$ cat config.mk
export PLATFORM = sky130hd
export DESIGN_NAME = tcrc_ref_store
export DESIGN_NICKNAME = d
export VERILOG_FILES = /design/src/rtl/tcrc_pkg.sv /design/src/rtl/tcrc_ref_store.sv
export SDC_FILE = /design/constraint.sdc
export NUM_CORES = 1
export LEC_CHECK = 0
export BUFFER_PORTS_ARGS = -buffer_cell sky130_fd_sc_hd__buf_2
export CORE_MARGIN = 2
export CORE_UTILIZATION = 60
export DETAILED_ROUTE_END_ITERATION = 8
export PLACE_DENSITY_LB_ADDON = 0.05
export SLEW_MARGIN = 25
export SYNTH_ARGS = -nofsm -noshare
export SYNTH_HDL_FRONTEND = slang
export SYNTH_SLANG_ARGS = --single-unit
$ cat constraint.sdc
create_clock -name clk -period 3.1 [get_ports clk]
set_input_delay 0.465 -clock clk [delete_from_list [all_inputs] [get_ports clk]]
set_output_delay 0.465 -clock clk [all_outputs]
set_load 0.01 [all_outputs]
$ cat src/rtl/tcrc_pkg.sv
// Shared types, codes and the byte-wide CRC-32 update for the table CRC checker.
`default_nettype none

package tcrc_pkg;

    localparam logic [31:0] CRC_INIT = 32'hFFFF_FFFF;
    localparam logic [31:0] CRC_POLY = 32'hEDB8_8320;

    localparam logic MODE_CAPTURE = 1'b0;
    localparam logic MODE_VERIFY  = 1'b1;

    typedef enum logic [1:0] {
        ST_CAPTURED = 2'd0,
        ST_MATCH    = 2'd1,
        ST_MISMATCH = 2'd2,
        ST_NOT_INIT = 2'd3
    } status_t;

    typedef struct packed {
        logic       mode;
        logic [2:0] table_index;
        logic [7:0] data_byte;
        logic       last_byte;
    } item_t;

    typedef struct packed {
        logic [2:0]  result_table;
        logic [31:0] crc_value;
        logic [1:0]  status;
        logic        any_corrupted;
        logic [2:0]  first_bad_table;
        logic        first_bad_valid;
    } result_t;

    // Commands from the top level to the reference store.
    typedef struct packed {
        logic wr_en;
        logic rd_en;
    } store_cmd_t;

    // Reflected CRC-32 over one byte, one shift per bit.
    function automatic logic [31:0] crc_byte(input logic [31:0] crc, input logic [7:0] data);
        logic [31:0] c;
        c = crc ^ {24'd0, data};
        for (int b = 0; b < 8; b++)
        begin
            if (c[0])
                c = (c >> 1) ^ CRC_POLY;
            else
                c = c >> 1;
        end
        return c;
    endfunction

endpackage

`default_nettype wire

$ cat src/rtl/tcrc_ref_store.sv
// Reference CRC memory with per-table valid bits and registered read data.
`default_nettype none

module tcrc_ref_store #(
    parameter int TABLE_COUNT = 7,
    parameter int AW          = 3
) (
    input  wire                  clk,
    input  wire                  rst_n,
    input  tcrc_pkg::store_cmd_t cmd,
    input  wire [AW-1:0]         addr,
    input  wire [31:0]           wr_data,
    output logic [31:0]          rd_data,
    output logic                 rd_valid
);

    logic [31:0]            mem [TABLE_COUNT];
    logic [TABLE_COUNT-1:0] valid_reg;
    logic [TABLE_COUNT-1:0] valid_next;
    logic [31:0]            rd_data_reg;
    logic                   rd_valid_reg;

    // The memory has no reset; a read returns the entry's valid bit on rd_valid with the data.
    always_ff @(posedge clk)
    begin
        if (cmd.wr_en)
            mem[addr] <= wr_data;
        if (cmd.rd_en)
            rd_data_reg <= mem[addr];
    end

    always_comb
    begin
        valid_next = valid_reg;
        if (cmd.wr_en)
            valid_next[addr] = 1'b1;
    end

    always_ff @(posedge clk or negedge rst_n)
    begin
        if (!rst_n)
        begin
            valid_reg    <= '0;
            rd_valid_reg <= 1'b0;
        end
        else
        begin
            valid_reg <= valid_next;
            if (cmd.rd_en)
                rd_valid_reg <= valid_reg[addr];
        end
    end

    assign rd_data  = rd_data_reg;
    assign rd_valid = rd_valid_reg;

endmodule

`default_nettype wire

==> impl_results.md <==
- Outcome: finished clean
- TritonCTS Sinks: 264
- Slew @ Worst Pin: 729.7 ps
- Die area: 17490 sq um
- Synthesized area: 9869 sq um
- Critical path data required time: 3340 ps
- Post-CTS setup buffer count: 0
- DRC: 0
- Synth Warn #: 0
- Area grow syn2layout: 16.18%
- Synth top area share: 0.7789
- Cts bufs inserted: 26
- Setup CP Type: input port to register
- Max-cap violation count: 0
- Final Skew: 10.89 ps
- Leakage: 3.949 nW
- Via/cell ratio: 5.899
- Main flop type after synthesis: edfxtp_1
- Global route total overflow: 0
- Initial core utilization: 0.6168
- # IOs: 72
- Unrepaired setup endpoints after global routing: no
- Die Y: 132.3 um
- Most numerous cell in the Yosys netlist: edfxtp_1
- Largest net degree at the start of global routing: 59
- Area after DPL: 10570 sq um
- EDFF count, synth: 256
- Tmin final: 1949 ps
- Top Layer Used: met4
- Mapped Avg Cell Area: 20.43 sq um
- Antenna fix cells: 0
- H-tree Lvls: 1
- Met1 WL: 7417 um
- Setup crit end kind: register
- CP max-delay cell: inv_1
- Total GRT Usage: 0.2100
- Die width: 132.3 um
- Post-DR wirelength/cell: 22.34 um
- Clock tree buffer depth: 3
- First DRT Iteration DRCs: 328
- Register area share after synthesis: 0.7992
- WL final: 18090 um
- Asr flop ratio synth: 0.03030
- Final Cell Area: 11470 sq um
- Clock root buffer: clkbuf_16
- CTS tree: yes
- Worst R2R Setup Slack: 1690 ps
- Critical Path, Cell by Cell: buf_2 -> inv_1 -> buf_12 -> a32oi_1 -> o221ai_1
- Pwr/cell area: 676.1 nW/um^2
- Post-DP HPWL: 10340 um
- Min-Delay Path Class: input port to register
- CP max FO: 23
- Synthesized flop and latch total: 264
- Cts hold-fix bufs: 1
- Family with the most delay on the worst path: buffers and inverters
- Syn Inst Count: 483
- Metal2 WL: 9466 um
- Layout net count: 614
- Vias in the first global route: 5074
- Worst setup SP type: input port
- Worst relative slew slack: 0.5135
- Post-cts repair resize count: 0
- Core ar.: 16000 sq um
- Synth top area cells: edfxtp_1 (78%), mux2i_1 (4.8%), mux4_2 (4.6%)
- Worst VDD drop: 0.5255 mV
- Layout cells sized above 1: 0.3013
- Final hold violations: 0
- Worst skew pair latency: 520 ps
- Post-layout util: 0.7166
- Crit share post-route: 0.6287
- Top cells by count, synth: edfxtp_1 (256), mux2i_1 (47), nand2_1 (23)
- Final Setup Violations: 0
- TritonRoute pass-1 iters: 5
- Max-slew violations: 0
- Fmax: 513.1 MHz
- Distinct cells, synth: 31
- Detailed-route via count: 4778
- Met3 wire length: 903 um
- Max FFs per register: 224
- Initial antenna violation count: 0
- Fillers: 1023
- GP Congestion: 0.7298
- Port Buffer Count: 71
- Worst-path clk slew: 60 ps
- WP buf/inv: 3
- Yosys top cell by area: edfxtp_1
- Antenna Nets Post-Route: 0
- Std cell rows: 46
- CP arrival: 2190 ps
- Peak per-stage delay on the critical path: 460 ps
- First-pass GRT wire length: 27830 um
- Mapped Nets: 522
## path summary, 6_finish.rpt
check	startpoint	to	depth (start not counted)
max reg2reg	mem[5][21]	rd_data[21]	2
min	wr_data[6]	mem[4][6]	1
min reg2reg	valid_reg[4]	valid_reg[4]	1
max	addr[1]	rd_data[23]	5
max in group asynchronous	rst_n	rd_valid	2
min in group asynchronous	rst_n	valid_reg[6]	2
## metrics by stage
step	cells	total power, mW	TNS, ps	setup slack (ps)	hold WS (ps)
after floorplan	483	4.416	-36420	-553.1	169.4
after global placement	762	4.579	0	717.1	308.5
after detailed placement	762	4.598	0	579.5	313.4
after CTS	810	7.814	0	1116	178.5
after global routing	810	7.986	0	1006	186.8
final	810	7.752	0	1151	200.3
## final cells by class
cell class / instances / area, sq um / share of cell area
multi-input cells: 191 / 1854 / 0.1617
repair buffers: 91 / 563.0 / 0.04911
well taps: 216 / 270.3 / 0.02357
clock buffers: 34 / 701.9 / 0.06122
clock inverters: 13 / 185.2 / 0.01615
inverters: 1 / 3.754 / 0.0003274
flip-flops and latches: 264 / 7888 / 0.6879
## logic make-up (layout without fill, tap and decap cells)
family / count (synthesis) / in the layout / synth area share
and+or+nand+nor: 45 / 45 / 0.02244
muxes: 88 / 88 / 0.1173
DFF: 264 / 264 / 0.7992
AOI/OAI and AO/OA: 58 / 58 / 0.04323
buffers and inverters: 28 / 139 / 0.01788
## where the power goes
group	internal, mW	switching (mW)
Sequential	4.07	0.0370
Clock	2.00	1.23
Combinational	0.173	0.243
Total	6.24	1.51
## layout by cell type, fill, tap and decap left out, drive strengths merged, types with 2 or more instances in the layout
cell type	instances
buf	90
nor2	2
clkinv	7
mux2i	47
nand2	23
mux4	20
a2bb2oi	11
and2	2
nand2b	3
bufinv	5
clkbuf	34
dfrtp	8
a32oi	11
edfxtp	256
mux2	21
or2	7
nor3	3
o221ai	12
o21ai	20
## per-layer routing
layer	vias to the layer above	global-route usage
li1	2155	-
met1	2469	0.2706
met2	129	0.3707
met3	25	0.03614
met4	0	0.06332
met5	-	0
Power figures use the tool's default switching activity.
